==> src/rtl/sitc_pkg.sv <==
// Types, codes and arming logic shared by the staged idle timeout controller
`timescale 1ns / 1ps
package sitc_pkg;

    localparam int THR_W  = 16;
    localparam int WARN_W = 8;
    localparam int CFG_IDX_W = 2;

    typedef enum logic [2:0] {
        OP_TICK     = 3'd0,
        OP_ACTIVITY = 3'd1,
        OP_INH_ADD  = 3'd2,
        OP_INH_REM  = 3'd3,
        OP_REARM    = 3'd4
    } t_op;

    typedef enum logic [CFG_IDX_W-1:0] {
        CFG_DIM  = 2'd0,
        CFG_LOCK = 2'd1,
        CFG_OFF  = 2'd2
    } t_cfg_idx;

    localparam logic [1:0] STAGE_DIM  = 2'd0;
    localparam logic [1:0] STAGE_LOCK = 2'd1;
    localparam logic [1:0] STAGE_OFF  = 2'd2;
    localparam logic [1:0] STAGE_DONE = 2'd3;

    typedef struct packed {
        logic [THR_W-1:0] dim_s;
        logic [THR_W-1:0] lock_s;
        logic [THR_W-1:0] off_s;
    } t_thresh;

    typedef struct packed {
        logic       dim_on;
        logic       screen_off;
        logic       lock_request;
        logic       warn_notice;
        logic [1:0] next_stage;
        logic       timer_running;
    } t_result;

    typedef struct packed {
        logic             armed;
        logic             pending;
        logic [THR_W-1:0] count;
    } t_arm;

    function automatic logic [THR_W-1:0] thr_at(input t_thresh thr, input logic [1:0] s);
        logic [THR_W-1:0] v;
        unique case (s)
            STAGE_DIM:  v = thr.dim_s;
            STAGE_LOCK: v = thr.lock_s;
            STAGE_OFF:  v = thr.off_s;
            default:    v = '0;
        endcase
        return v;
    endfunction

    // first enabled stage at or after s, STAGE_DONE if none
    function automatic logic [1:0] find_target(input logic [1:0] s, input t_thresh thr);
        logic [1:0] t;
        t = STAGE_DONE;
        if (s <= STAGE_OFF && thr.off_s != '0) t = STAGE_OFF;
        if (s <= STAGE_LOCK && thr.lock_s != '0) t = STAGE_LOCK;
        if (s == STAGE_DIM && thr.dim_s != '0) t = STAGE_DIM;
        return t;
    endfunction

    function automatic t_arm arm_calc(
        input logic [1:0]        s,
        input logic              given,
        input logic              inhibited,
        input t_thresh           thr,
        input logic [WARN_W-1:0] warn
    );
        t_arm              a;
        logic [1:0]        target;
        logic [THR_W-1:0]  m01;
        logic [THR_W-1:0]  m012;
        logic [THR_W-1:0]  reached_u;
        logic signed [17:0] next_v;
        logic signed [17:0] reached_v;
        logic signed [17:0] warn_v;
        logic signed [17:0] lock_v;
        logic signed [17:0] delay;
        target = find_target(s, thr);
        m01  = (thr.lock_s > thr.dim_s) ? thr.lock_s : thr.dim_s;
        m012 = (thr.off_s > m01) ? thr.off_s : m01;
        unique case (s)
            STAGE_DIM:  reached_u = '0;
            STAGE_LOCK: reached_u = thr.dim_s;
            STAGE_OFF:  reached_u = m01;
            default:    reached_u = m012;
        endcase
        next_v    = $signed({2'b00, thr_at(thr, target)});
        reached_v = $signed({2'b00, reached_u});
        warn_v    = $signed({{(18 - WARN_W){1'b0}}, warn});
        lock_v    = $signed({2'b00, thr.lock_s});
        a.pending = 1'b0;
        if (target == STAGE_LOCK) begin
            if (!given && (next_v - reached_v) > warn_v) begin
                next_v    = next_v - warn_v;
                a.pending = 1'b1;
            end else if (given && (lock_v - warn_v) > reached_v) begin
                reached_v = lock_v - warn_v;
            end
        end
        delay = next_v - reached_v;
        if (delay < 18'sd1) delay = 18'sd1;
        a.count = delay[THR_W-1:0];
        a.armed = !(target == STAGE_DONE || inhibited);
        if (!a.armed) a.pending = 1'b0;
        return a;
    endfunction

endpackage

==> src/rtl/sitc_in_if.sv <==
// Input item channel: op code and session lock flag
`timescale 1ns / 1ps
interface sitc_in_if;
    logic       valid;
    logic       ready;
    logic [2:0] op;
    logic       session_locked;

    modport source (output valid, output op, output session_locked, input ready);
    modport sink   (input valid, input op, input session_locked, output ready);
endinterface

==> src/rtl/sitc_out_if.sv <==
// Result item channel: display levels, pulses and countdown status
`timescale 1ns / 1ps
interface sitc_out_if;
    logic       valid;
    logic       ready;
    logic       dim_on;
    logic       screen_off;
    logic       lock_request;
    logic       warn_notice;
    logic [1:0] next_stage;
    logic       timer_running;

    modport source (output valid, output dim_on, output screen_off, output lock_request,
                    output warn_notice, output next_stage, output timer_running,
                    input ready);
    modport sink   (input valid, input dim_on, input screen_off, input lock_request,
                    input warn_notice, input next_stage, input timer_running,
                    output ready);
endinterface

==> src/rtl/staged_idle_timeout_controller.sv <==
// Top level of the staged idle timeout controller
//
//  channel  | direction | payload
//  ---------+-----------+--------------------------------------------------
//  i_in     | in        | op, session_locked
//  o_out    | out       | dim_on, screen_off, lock_request, warn_notice,
//           |           | next_stage, timer_running
//  i_cfg_*  | in        | write enable, register index, 16-bit threshold
//
// One item per cycle while the result register has space; its result is presented in the cycle after acceptance.
// The state update is a single pass through the arming logic into the
// state registers, with the result captured in one output register.
// i_in.ready is high while the result register is empty or being taken.
// Reset is synchronous; thresholds come up at 300, 600 and 900 seconds.
`timescale 1ns / 1ps
module staged_idle_timeout_controller #(
    parameter int LOCK_WARN_SECONDS = 10,
    parameter int INHIBIT_BITS      = 8
) (
    input  logic                           i_clk,
    input  logic                           i_rst_n,
    input  logic                           i_cfg_we,
    input  logic [sitc_pkg::CFG_IDX_W-1:0] i_cfg_idx,
    input  logic [sitc_pkg::THR_W-1:0]     i_cfg_data,
    sitc_in_if.sink                        i_in,
    sitc_out_if.source                     o_out
);

    sitc_pkg::t_thresh w_thr;
    sitc_pkg::t_result w_res;
    logic              w_space;
    logic              w_accept;

    assign i_in.ready = w_space;
    assign w_accept   = i_in.valid && w_space;

    sitc_cfg u_cfg (
        .i_clk      (i_clk),
        .i_rst_n    (i_rst_n),
        .i_cfg_we   (i_cfg_we),
        .i_cfg_idx  (i_cfg_idx),
        .i_cfg_data (i_cfg_data),
        .o_thr      (w_thr)
    );

    sitc_core #(
        .LOCK_WARN_SECONDS (LOCK_WARN_SECONDS),
        .INHIBIT_BITS      (INHIBIT_BITS)
    ) u_core (
        .i_clk    (i_clk),
        .i_rst_n  (i_rst_n),
        .i_accept (w_accept),
        .i_op     (i_in.op),
        .i_locked (i_in.session_locked),
        .i_thr    (w_thr),
        .o_res    (w_res)
    );

    sitc_out u_out (
        .i_clk   (i_clk),
        .i_rst_n (i_rst_n),
        .i_load  (w_accept),
        .i_res   (w_res),
        .o_space (w_space),
        .o_out   (o_out)
    );

endmodule

==> src/rtl/sitc_cfg.sv <==
// Threshold registers written through the configuration port
`timescale 1ns / 1ps
module sitc_cfg (
    input  logic                           i_clk,
    input  logic                           i_rst_n,
    input  logic                           i_cfg_we,
    input  logic [sitc_pkg::CFG_IDX_W-1:0] i_cfg_idx,
    input  logic [sitc_pkg::THR_W-1:0]     i_cfg_data,
    output sitc_pkg::t_thresh              o_thr
);

    sitc_pkg::t_thresh r_thr;

    always_ff @(posedge i_clk) begin
        if (!i_rst_n) begin
            r_thr.dim_s  <= 16'd300;
            r_thr.lock_s <= 16'd600;
            r_thr.off_s  <= 16'd900;
        end else if (i_cfg_we) begin
            unique case (i_cfg_idx)
                sitc_pkg::CFG_DIM:  r_thr.dim_s  <= i_cfg_data;
                sitc_pkg::CFG_LOCK: r_thr.lock_s <= i_cfg_data;
                sitc_pkg::CFG_OFF:  r_thr.off_s  <= i_cfg_data;
                default: ;
            endcase
        end
    end

    assign o_thr = r_thr;

endmodule

==> src/rtl/sitc_core.sv <==
// Stage state, inhibit count and countdown, updated once per accepted item
`timescale 1ns / 1ps
module sitc_core #(
    parameter int LOCK_WARN_SECONDS = 10,
    parameter int INHIBIT_BITS      = 8
) (
    input  logic              i_clk,
    input  logic              i_rst_n,
    input  logic              i_accept,
    input  logic [2:0]        i_op,
    input  logic              i_locked,
    input  sitc_pkg::t_thresh i_thr,
    output sitc_pkg::t_result o_res
);

    localparam logic [sitc_pkg::WARN_W-1:0] WARN = sitc_pkg::WARN_W'(LOCK_WARN_SECONDS);

    logic [1:0]                 r_stage, n_stage;
    logic [INHIBIT_BITS-1:0]    r_inh, n_inh;
    logic                       r_pending, n_pending;
    logic                       r_given, n_given;
    logic [sitc_pkg::THR_W-1:0] r_count, n_count;
    logic                       r_armed, n_armed;
    logic                       r_dim, n_dim;
    logic                       r_off, n_off;

    logic            w_lock;
    logic            w_warn;
    logic            w_do_arm;
    logic [1:0]      w_arm_stage;
    logic            w_arm_given;
    logic [1:0]      w_target;
    sitc_pkg::t_arm  w_arm;

    always_comb begin
        n_stage     = r_stage;
        n_inh       = r_inh;
        n_pending   = r_pending;
        n_given     = r_given;
        n_count     = r_count;
        n_armed     = r_armed;
        n_dim       = r_dim;
        n_off       = r_off;
        w_lock      = 1'b0;
        w_warn      = 1'b0;
        w_do_arm    = 1'b0;
        w_arm_stage = r_stage;
        w_arm_given = r_given;
        w_target    = sitc_pkg::find_target(r_stage, i_thr);
        unique case (i_op)
            sitc_pkg::OP_TICK: begin
                if (r_armed) begin
                    if (r_count <= 16'd1) begin
                        n_count = '0;
                        n_armed = 1'b0;
                        if (r_pending) begin
                            n_pending   = 1'b0;
                            n_given     = 1'b1;
                            w_warn      = !i_locked;
                            w_arm_given = 1'b1;
                            w_do_arm    = 1'b1;
                        end else if (w_target != sitc_pkg::STAGE_DONE) begin
                            unique case (w_target)
                                sitc_pkg::STAGE_DIM:  n_dim = 1'b1;
                                sitc_pkg::STAGE_LOCK: w_lock = !i_locked;
                                default:              n_off = 1'b1;
                            endcase
                            n_stage     = w_target + 2'd1;
                            w_arm_stage = w_target + 2'd1;
                            w_do_arm    = 1'b1;
                        end
                    end else begin
                        n_count = r_count - 16'd1;
                    end
                end
            end
            sitc_pkg::OP_ACTIVITY: begin
                if (r_stage != sitc_pkg::STAGE_DIM || r_given) begin
                    if (r_stage == sitc_pkg::STAGE_DONE) n_off = 1'b0;
                    n_dim   = 1'b0;
                    n_stage = sitc_pkg::STAGE_DIM;
                    n_given = 1'b0;
                end
                w_arm_stage = sitc_pkg::STAGE_DIM;
                w_arm_given = 1'b0;
                w_do_arm    = 1'b1;
            end
            sitc_pkg::OP_INH_ADD: begin
                if (r_inh != '1) n_inh = r_inh + INHIBIT_BITS'(1);
                w_do_arm = 1'b1;
            end
            sitc_pkg::OP_INH_REM: begin
                if (r_inh != '0) n_inh = r_inh - INHIBIT_BITS'(1);
                w_do_arm = 1'b1;
            end
            sitc_pkg::OP_REARM: begin
                n_given     = 1'b0;
                w_arm_given = 1'b0;
                w_do_arm    = 1'b1;
            end
            default: ;
        endcase
        w_arm = sitc_pkg::arm_calc(w_arm_stage, w_arm_given, n_inh != '0, i_thr, WARN);
        if (w_do_arm) begin
            n_pending = w_arm.pending;
            n_armed   = w_arm.armed;
            if (w_arm.armed) n_count = w_arm.count;
        end
    end

    always_ff @(posedge i_clk) begin
        if (!i_rst_n) begin
            r_stage   <= sitc_pkg::STAGE_DIM;
            r_inh     <= '0;
            r_pending <= 1'b0;
            r_given   <= 1'b0;
            r_count   <= '0;
            r_armed   <= 1'b0;
            r_dim     <= 1'b0;
            r_off     <= 1'b0;
        end else if (i_accept) begin
            r_stage   <= n_stage;
            r_inh     <= n_inh;
            r_pending <= n_pending;
            r_given   <= n_given;
            r_count   <= n_count;
            r_armed   <= n_armed;
            r_dim     <= n_dim;
            r_off     <= n_off;
        end
    end

    always_comb begin
        o_res.dim_on        = n_dim;
        o_res.screen_off    = n_off;
        o_res.lock_request  = w_lock;
        o_res.warn_notice   = w_warn;
        o_res.next_stage    = n_stage;
        o_res.timer_running = n_armed;
    end

    a_lock_advances: assert property (@(posedge i_clk) disable iff (!i_rst_n)
        (i_accept && w_lock) |=> (r_stage == sitc_pkg::STAGE_OFF))
        else $error("lock pulse without advancing to the off stage");

    a_warn_marks: assert property (@(posedge i_clk) disable iff (!i_rst_n)
        (i_accept && w_warn) |=> r_given)
        else $error("warning pulse without marking the warning given");

    a_inhibit_stops: assert property (@(posedge i_clk) disable iff (!i_rst_n)
        (i_accept && i_op == sitc_pkg::OP_INH_ADD) |=> (!r_armed && r_inh != '0))
        else $error("countdown still armed after an inhibitor was added");

    a_pending_armed: assert property (@(posedge i_clk) disable iff (!i_rst_n)
        r_pending |-> r_armed)
        else $error("warning pending while the countdown is disarmed");

endmodule

==> src/rtl/sitc_out.sv <==
// Result register between the state update and the result channel
`timescale 1ns / 1ps
module sitc_out (
    input  logic              i_clk,
    input  logic              i_rst_n,
    input  logic              i_load,
    input  sitc_pkg::t_result i_res,
    output logic              o_space,
    sitc_out_if.source        o_out
);

    logic              r_valid;
    sitc_pkg::t_result r_res;

    assign o_space = !r_valid || o_out.ready;

    always_ff @(posedge i_clk) begin
        if (!i_rst_n) begin
            r_valid <= 1'b0;
        end else if (i_load) begin
            r_valid <= 1'b1;
        end else if (o_out.ready) begin
            r_valid <= 1'b0;
        end
    end

    always_ff @(posedge i_clk) begin
        if (i_load) begin
            r_res <= i_res;
        end
    end

    assign o_out.valid         = r_valid;
    assign o_out.dim_on        = r_res.dim_on;
    assign o_out.screen_off    = r_res.screen_off;
    assign o_out.lock_request  = r_res.lock_request;
    assign o_out.warn_notice   = r_res.warn_notice;
    assign o_out.next_stage    = r_res.next_stage;
    assign o_out.timer_running = r_res.timer_running;

endmodule

==> src/flat_wrapper.sv <==
// flat-port wrapper written by rule: the top's interface ports become plain ports
module staged_idle_timeout_controller_flat 
#(
    parameter int LOCK_WARN_SECONDS = 10,
    parameter int INHIBIT_BITS      = 8
)
  (i_clk, i_rst_n, i_cfg_we, i_cfg_idx, i_cfg_data, i_in_valid, i_in_op, i_in_session_locked, i_in_ready, o_out_valid, o_out_dim_on, o_out_screen_off, o_out_lock_request, o_out_warn_notice, o_out_next_stage, o_out_timer_running, o_out_ready);
  sitc_in_if i_in_i ();
  sitc_out_if o_out_i ();
  input  logic i_clk;
  input  logic i_rst_n;
  input  logic i_cfg_we;
  input  logic [sitc_pkg::CFG_IDX_W-1:0] i_cfg_idx;
  input  logic [sitc_pkg::THR_W-1:0] i_cfg_data;
  input wire logic [$bits(i_in_i.valid)-1:0] i_in_valid;
  input wire logic [$bits(i_in_i.op)-1:0] i_in_op;
  input wire logic [$bits(i_in_i.session_locked)-1:0] i_in_session_locked;
  output wire logic [$bits(i_in_i.ready)-1:0] i_in_ready;
  output wire logic [$bits(o_out_i.valid)-1:0] o_out_valid;
  output wire logic [$bits(o_out_i.dim_on)-1:0] o_out_dim_on;
  output wire logic [$bits(o_out_i.screen_off)-1:0] o_out_screen_off;
  output wire logic [$bits(o_out_i.lock_request)-1:0] o_out_lock_request;
  output wire logic [$bits(o_out_i.warn_notice)-1:0] o_out_warn_notice;
  output wire logic [$bits(o_out_i.next_stage)-1:0] o_out_next_stage;
  output wire logic [$bits(o_out_i.timer_running)-1:0] o_out_timer_running;
  input wire logic [$bits(o_out_i.ready)-1:0] o_out_ready;
  assign i_in_i.valid = i_in_valid;
  assign i_in_i.op = i_in_op;
  assign i_in_i.session_locked = i_in_session_locked;
  assign i_in_ready = i_in_i.ready;
  assign o_out_valid = o_out_i.valid;
  assign o_out_dim_on = o_out_i.dim_on;
  assign o_out_screen_off = o_out_i.screen_off;
  assign o_out_lock_request = o_out_i.lock_request;
  assign o_out_warn_notice = o_out_i.warn_notice;
  assign o_out_next_stage = o_out_i.next_stage;
  assign o_out_timer_running = o_out_i.timer_running;
  assign o_out_i.ready = o_out_ready;
  staged_idle_timeout_controller #(.LOCK_WARN_SECONDS(LOCK_WARN_SECONDS), .INHIBIT_BITS(INHIBIT_BITS)) u_core (.i_clk(i_clk), .i_rst_n(i_rst_n), .i_cfg_we(i_cfg_we), .i_cfg_idx(i_cfg_idx), .i_cfg_data(i_cfg_data), .i_in(i_in_i), .o_out(o_out_i));
endmodule
==> config.mk <==
export PLATFORM = sky130hd
export DESIGN_NAME = staged_idle_timeout_controller_flat
export DESIGN_NICKNAME = d
export VERILOG_FILES = /design/src/rtl/sitc_pkg.sv /design/src/rtl/sitc_in_if.sv /design/src/rtl/sitc_out_if.sv /design/src/rtl/staged_idle_timeout_controller.sv /design/src/rtl/sitc_cfg.sv /design/src/rtl/sitc_core.sv /design/src/rtl/sitc_out.sv /design/src/flat_wrapper.sv
export SDC_FILE = /design/constraint.sdc
export NUM_CORES = 1
export LEC_CHECK = 0
export BUFFER_PORTS_ARGS = -buffer_cell sky130_fd_sc_hd__buf_2
export CORE_MARGIN = 1.5
export CORE_UTILIZATION = 50
export DETAILED_ROUTE_END_ITERATION = 7
export PLACE_DENSITY = 0.78
export SLEW_MARGIN = 20
export SYNTH_ARGS = -nofsm -noshare
export SYNTH_HDL_FRONTEND = slang
export SYNTH_SLANG_ARGS = --single-unit
==> constraint.sdc <==
create_clock -name i_clk -period 10.9 [get_ports i_clk]
set_clock_uncertainty 0.1 [all_clocks]
set_input_delay 1.635 -clock i_clk [delete_from_list [all_inputs] [get_ports i_clk]]
set_output_delay 1.635 -clock i_clk [all_outputs]
set_load 0.02 [all_outputs]
==> reports/results.tsv, run 1 <==
stage	metric	value	unit
sta	setup_viol	0	
sta	worst-slew-pin-transition	0.884	ns
finish	ff_latch_area	1810	um2
finish	fillCellCount	1701	
global_route	globalRoute.totalOverflow	0	
placed_design	placement.cell_area	9380	um2
floorplanning	io_pins	36	
hold_path	holdPathEnd	u_core.u_core.r_off	
finish	mostFrequentLayoutCells	sky130_fd_sc_hd__nand2_1 (165), sky130_fd_sc_hd__a21oi_1 (137), sky130_fd_sc_hd__nor2_1 (104), sky130_fd_sc_hd__ha_1 (89), sky130_fd_sc_hd__dfxtp_1 (80)	
worst_setup_path	timing.critical_path.required	11.06	ns
placed_design	routabilityCongestion	1.06	
yosys	synth_fp_nets	1377	
cts	cts-buffers-inserted	9	
global_route	grt_start_max_net_pins	63	
floorplanning	core.rowCount	48	
worst_setup_path	max_stage_delay	0.63	ns
global_route	first_global_vias	8848	
cts	ctsHoldBuffers	0	
finish	drive_above_1_share	0.0968	
floorplanning	design.die.area	18700	um2
yosys	postSynth.asyncResetShare	0	
worst_setup_path	reg2reg_depth	42	
cts	cts.root.buffer_cell	sky130_fd_sc_hd__clkbuf_16	
drt	drt-vias-per-instance	6.44	
worst_setup_path	cp-end-kind	register	
worst_setup_path	worstPathMaxFanout	15	
power	cellLeakagePower	0.00400	uW
cts	clock_tree.buffer_depth	2	
sta	slew_viol_final	0	
yosys	post_synth_edffs	7	
hold_path	timing.hold.worst_path_depth	2	
floorplanning	starting_utilization_of_the_core_area	0.514	
power	p_int	752	uW
yosys	synth_seq_cells	87	
power	pwr-share-clk	0.252	
power	p_seq_frac	0.284	
drt	drt-initial-drc-count	1090	
sta	period_minus_slack	10.27	ns
yosys	netlist_instances	1259	
floorplanning	die-width	137	um
yosys	synthFlopType	sky130_fd_sc_hd__dfxtp_1	
drt	firstDrtPassIters	5	
sta	finalHoldViolCount	0	
worst_setup_path	crit_path_start_kind	register	
sta	setup-tns-final	0	ns
yosys	synth_seq_area_share	0.202	
finish	final_common_cell	sky130_fd_sc_hd__nand2_1	
cts	tritoncts_num_sinks	87	
global_route	grt_pass1_wl	45.7	mm
worst_setup_path	cpMostUsedCell	sky130_fd_sc_hd__a21oi_1	
finish	area_growth_syn_to_layout	9.16	%
worst_setup_path	critical_path_class	register to register	
power	peak_supply_drop	107	uV
cts	clkLatencyLatePin	0.36	ns
power	finalPower	1270	uW
placed_design	dp_worst_setup_slack	0.212	ns
finish	final_area	9770	um2
hold_path	hold_path.startpoint	u_core.u_core.r_off	
sta	final.period_utilization	0.943	
cts	cts_tree	built	
hold_path	worst_hold_path_type	register to register	
worst_setup_path	r2r_end	u_core.u_core.r_count[7]	
worst_setup_path	rr_startpoint	u_core.u_cfg.o_thr[17]	
placed_design	placement.io_buffers	35	
worst_setup_path	worst-endpoint-arrival	10.44	ns
yosys	yosys_synthesis_warning_count	0	
sta	timing.final.ws_setup	0.625	ns
worst_setup_path	worst_path_max_delay_cell	sky130_fd_sc_hd__nor4_1	
yosys	synthDistinctLibCells	79	
finish	design.final.nets	1394	
finish	multi_input_area	6690	um2
yosys	synth_area_per_cell	7.11	um2
cts	worst_setup_hold_path_clk_slew	0.06	ns
sta	clock.fmax	0.0973	GHz
sta	relSlewSlack	0.411	
yosys	netlist_area	8950	um2
floorplanning	area_of_the_core	17400	um2
power	power_density_over_cell_area	130	nW/um2
cts	htree_levels	3	
global_route	antenna_violations_before_repair	0	
global_route	grtUsageTotal	0.311	
drt	via_count	9705	
floorplanning	die_height	137	um
drt	drt_drc_violations_left	0	
power	netSwitchingPower	521	uW
placed_design	place.detailed.hpwl	22.4	mm
drt	route.detailed.wl_per_inst	19.0	um
outcome	status	finished clean	
worst_setup_path	timing.reg2reg.setup_slack	0.63	ns
power	combinationalPowerShare	0.464	
drt	drt-total-wl	28.6	mm
power	switching_share_of_power	0.409	
flow_run	timing.max_cap.violations	0	
drt	final_antenna_net_count	0	
finish	diodes	0	
## sequential cells by signal, indices dropped and copies added, names as in the netlist, 2 cells and up
signal,cells
u_core.u_core.r_count,16
u_core.u_out.o_out.next_stage,2
u_core.u_core.r_inh,8
u_core.u_cfg.o_thr,48
u_core.u_core.r_stage,2
## per-stage QoR
stage	utilization	hold slack, ns	cells
finish	0.561	0.364	1506
global placement	0.538	0.350	1485
CTS	0.556	0.363	1501
global route	0.561	0.392	1506
floorplan	-	0.336	1259
detailed placement	0.538	0.356	1485
## power by group through the flow
stage	sequential (uW)	clock, uW	combinational (uW)
after detailed placement	368	0	559
after CTS	361	323	564
after floorplan	361	0	422
after global routing	364	334	651
after global placement	367	0	554
final	362	321	590
## metal layers
layer | part of all wire | track usage | up-vias
li1 | - | - | 4656
met1 | 0.43 | 0.409 | 4468
met2 | 0.45 | 0.502 | 494
met3 | 0.088 | 0.0537 | 87
met4 | 0.039 | 0.129 | 0
met5 | 0 | 0 | -
## layout make-up
type,count,share of cell area
clock inverter,3,0.00436
tap,225,0.0288
clock buffer,13,0.0266
timing repair buffer,68,0.0433
multi-input combinational,1041,0.685
sequential,87,0.185
inverter,69,0.0266
## kinds of logic (layout without fill, tap and decap cells)
logic type	count (synthesis)	after routing	share of synthesized area
adders and majority gates	91	91	0.129
AOI/OAI and AO/OA	385	385	0.271
and+or+nand+nor	507	507	0.282
other	1	1	0.000419
buffers and inverters	131	153	0.0573
muxes	13	13	0.0150
DFF	87	87	0.202
xor gates and xnor gates	44	44	0.0431
## how the worst max path moves through the flow
stage	from	end	slack [ns]	depth (start not counted)
CTS	u_core.u_cfg.o_thr[41]	u_core.u_core.r_count[7]	0.13	45
floorplan	i_in_op[1]	u_core.u_core.r_count[0]	1.20	40
global placement	u_core.u_cfg.o_thr[43]	u_core.u_core.r_count[7]	0.51	45
detailed placement	u_core.u_cfg.o_thr[43]	u_core.u_core.r_count[7]	0.21	45
global route	u_core.u_cfg.o_thr[39]	u_core.u_core.r_count[0]	-0.06	47
finish	u_core.u_cfg.o_thr[17]	u_core.u_core.r_count[7]	0.63	42
## Yosys cell counts, drive strengths merged, types with 17 or more instances
cell    number  share of area
nor4        33          0.026
inv         69          0.029
xor2        21          0.021
nand2      167          0.070
nand3       36          0.020
dfxtp       80           0.18
clkbuf      52          0.022
xnor2       23          0.023
o31ai       17          0.014
o21ai       76          0.043
nor3        48          0.029
nor2       106          0.045
ha          89           0.12
a21oi      141          0.079
nand4       22          0.016
o211ai      18          0.015
## critical path: cells and delay by family, from the launching register on
family | cells | cell delay (ns)
buffers and inverters | 4 | 0.67
XOR/XNOR | 1 | 0.14
AND/OR/NAND/NOR | 15 | 4.09
adder cells (fa/ha/maj) | 3 | 0.94
AO/OA/AOI/OAI | 19 | 3.79
flip-flops | 1 | 0.42
## repair_timing
item                       CTS  global route
resized for setup            0            13
setup endpoints to repair    0            16
buffers inserted             0             5
Note: power is estimated with default switching activity, not from simulation.
==> run 2: changes to the inputs <==
Settings changed: CORE_UTILIZATION 50 to 64, PLACE_DENSITY 0.78 to 0.93.
==> reports/results.tsv, run 2 (same netlist as run 1, synthesis figures left out) <==
stage	metric	value	unit	change
outcome	status	finished, violations left		
outcome	failing_checks	design-rule violations		
hold_path	holdPathEnd	u_core.u_core.r_off		
drt	drt-initial-drc-count	1415		+30%
cts	clock_tree.buffer_depth	2		unchanged
cts	cts_tree	built		
drt	topRoutingLayerUsed	met4		
finish	diodes	0		unchanged
cts	cts.root.buffer_cell	sky130_fd_sc_hd__clkbuf_16		
cts	ctsHoldBuffers	0		unchanged
drt	final_antenna_net_count	0		unchanged
drt	detailed_routing_wirelength_on_met1	11.5	mm	-5.8%
drt	met3_wirelength	2.77	mm	+9.7%
placed_design	routabilityCongestion	1.07		+0.52%
worst_setup_path	r2r_end	u_core.u_core.r_count[0]		
global_route	grt_pass1_wl	46.5	mm	+1.8%
sta	relSlewSlack	0.277		-0.134
worst_setup_path	family_with_the_most_delay_on_the_worst_path	compound AO/OA/AOI/OAI gates		
worst_setup_path	timing.critical_path.required	11.06	ns	about the same
hold_path	hold_path.startpoint	u_core.u_core.r_off		
finish	final_area	9680	um2	-0.90%
hold_path	worst_hold_path_type	register to register		
floorplanning	core.rowCount	43		-10%
worst_setup_path	crit_path_start_kind	register		
drt	wl_met2	13.1	mm	+2.8%
worst_setup_path	reg2reg_depth	44		+4.8%
global_route	globalRoute.totalOverflow	0		unchanged
finish	largest_register_ffs	48		unchanged
sta	slew_viol_final	0		unchanged
power	peak_supply_drop	94.5	uV	-12%
worst_setup_path	cp-end-kind	register		
worst_setup_path	critical_path_class	register to register		
floorplanning	area_of_the_core	13800	um2	-21%
hold_path	timing.hold.worst_path_depth	2		unchanged
floorplanning	die-width	121	um	-11%
floorplanning	design.die.area	14700	um2	-21%
drt	drt-total-wl	28.9	mm	+1.1%
global_route	grt_start_max_net_pins	63		unchanged
sta	worst-slew-pin-transition	1.08	ns	+0.201 ns
sta	finalHoldViolCount	0		unchanged
sta	period_minus_slack	10.33	ns	+0.0587 ns
cts	htree_levels	3		unchanged
finish	mostFrequentLayoutCells	sky130_fd_sc_hd__nand2_1 (165), sky130_fd_sc_hd__a21oi_1 (138), sky130_fd_sc_hd__nor2_1 (105), sky130_fd_sc_hd__ha_1 (89), sky130_fd_sc_hd__dfxtp_1 (80)		
drt	drt_drc_violations_left	8		+8
drt	drt-vias-per-instance	6.87		+6.6%
worst_setup_path	timing.reg2reg.setup_slack	0.57	ns	-0.06 ns
drt	route.detailed.wl_per_inst	19.8	um	+4.4%
cts	worst_setup_hold_path_clk_slew	0.06	ns	about the same
drt	via_count	10000		+3.2%
flow_run	timing.max_cap.violations	0		unchanged
finish	post_route_utilization	0.703		+0.142
worst_setup_path	max_stage_delay	0.60	ns	-0.03 ns
power	cellLeakagePower	0.00399	uW	-0.24%
cts	cts-buffers-inserted	9		unchanged
worst_setup_path	critical_path_buf_inv_count	3		-1
finish	final_cell_count_no_fill	1459		-3.1%
sta	setup_viol	0		unchanged
sta	clock.fmax	0.0968	GHz	-0.57%
global_route	grtUsageTotal	0.396		+0.0852
sta	final.period_utilization	0.948		+0.00538
worst_setup_path	worstPathMaxFanout	15		unchanged
finish	area_growth_syn_to_layout	8.18	%	
finish	final_common_cell	sky130_fd_sc_hd__nand2_1		
placed_design	placement.io_buffers	35		unchanged
cts	tritoncts_num_sinks	87		unchanged
floorplanning	die_height	121	um	-11%
placed_design	placement.cell_area	9330	um2	-0.44%
finish	design.final.nets	1392		-0.14%
floorplanning	io_pins	36		unchanged
finish	drive_above_1_share	0.0954		-0.00141
floorplanning	starting_utilization_of_the_core_area	0.650		+0.136
global_route	first_global_vias	9268		+4.7%
global_route	antenna_violations_before_repair	0		unchanged
worst_setup_path	worst_path_max_delay_cell	sky130_fd_sc_hd__or4_4		
power	power_density_over_cell_area	130	nW/um2	-0.29%
placed_design	place_inst	1441		-3.0%
drt	firstDrtPassIters	8		+3
placed_design	place.detailed.hpwl	21.8	mm	-2.5%
cts	clkLatencyLatePin	0.36	ns	about the same
worst_setup_path	rr_startpoint	u_core.u_cfg.o_thr[22]		
worst_setup_path	worst-endpoint-arrival	10.50	ns	+0.06 ns
## run 2: changes by cell type in the layout (fill, tap and decap cells not counted), sizes merged
| cell | change |
|---|---|
| bufinv | -1 |
| inv | +2 |
| clkbuf | -3 |
| clkinv | +3 |
| buf | -2 |
| clkinvlp | -1 |
## run 2: through the flow
step	total power (uW)	hold WS, ns	setup slack [ns]	TNS [ns]
after floorplan	784	0.336	1.20	0
after global placement	919	0.349	0.810	0
after detailed placement	931	0.362	0.630	0
after CTS	1230	0.371	0.602	0
after global routing	1330	0.401	-0.0446	-0.0907
final	1260	0.385	0.567	0
## run 2: how the worst max path moves through the flow
stage / from / to / slack (ns) / depth (start not counted)
after floorplan: i_in_op[1] / u_core.u_core.r_count[0] / 1.20 / 40
after global placement: u_core.u_cfg.o_thr[17] / u_core.u_core.r_count[0] / 0.81 / 42
after detailed placement: i_in_op[0] / u_core.u_core.r_count[0] / 0.63 / 39
after CTS: u_core.u_cfg.o_thr[41] / u_core.u_core.r_count[0] / 0.60 / 46
after global routing: u_core.u_cfg.o_thr[22] / u_core.u_core.r_count[7] / -0.04 / 43
final: u_core.u_cfg.o_thr[22] / u_core.u_core.r_count[0] / 0.57 / 44
## run 2: cell type report
cell class	count	area, um2
clock buffers	10	239
clock inverters	6	45.0
fillers	1178	4090
inverters	69	259
multi-input cells	1041	6680
flip-flops and latches	87	1810
well taps	180	225
repair buffers	66	420
## run 2: where the power goes
part           total, uW  internal (uW)  switching (uW)
Clock                298            162             136
Sequential           362            338            23.9
Combinational        598            222             376
## run 2: worst reg2reg max path: cells and delay by family, from the launching register on
family,cells,cell delay (ns)
AO/OA/AOI/OAI,21,4.18
AND/OR/NAND/NOR,15,3.85
adder cells (fa/ha/maj),3,0.89
XOR/XNOR,1,0.17
flip-flops,1,0.31
buffers and inverters,3,0.51
multiplexers,1,0.25
## run 2: per-layer routing
| metal | track usage | vias to the layer above |
|---|---|---|
| li1 | - | 4636 |
| met1 | 0.506 | 4561 |
| met2 | 0.643 | 660 |
| met3 | 0.0705 | 163 |
| met4 | 0.196 | 0 |
| met5 | 0 | - |
## run 2: timing repair
item | CTS | global route
gates resized for setup | 0 | 13
setup buffers | 0 | 2
setup endpoints to repair | 0 | 16
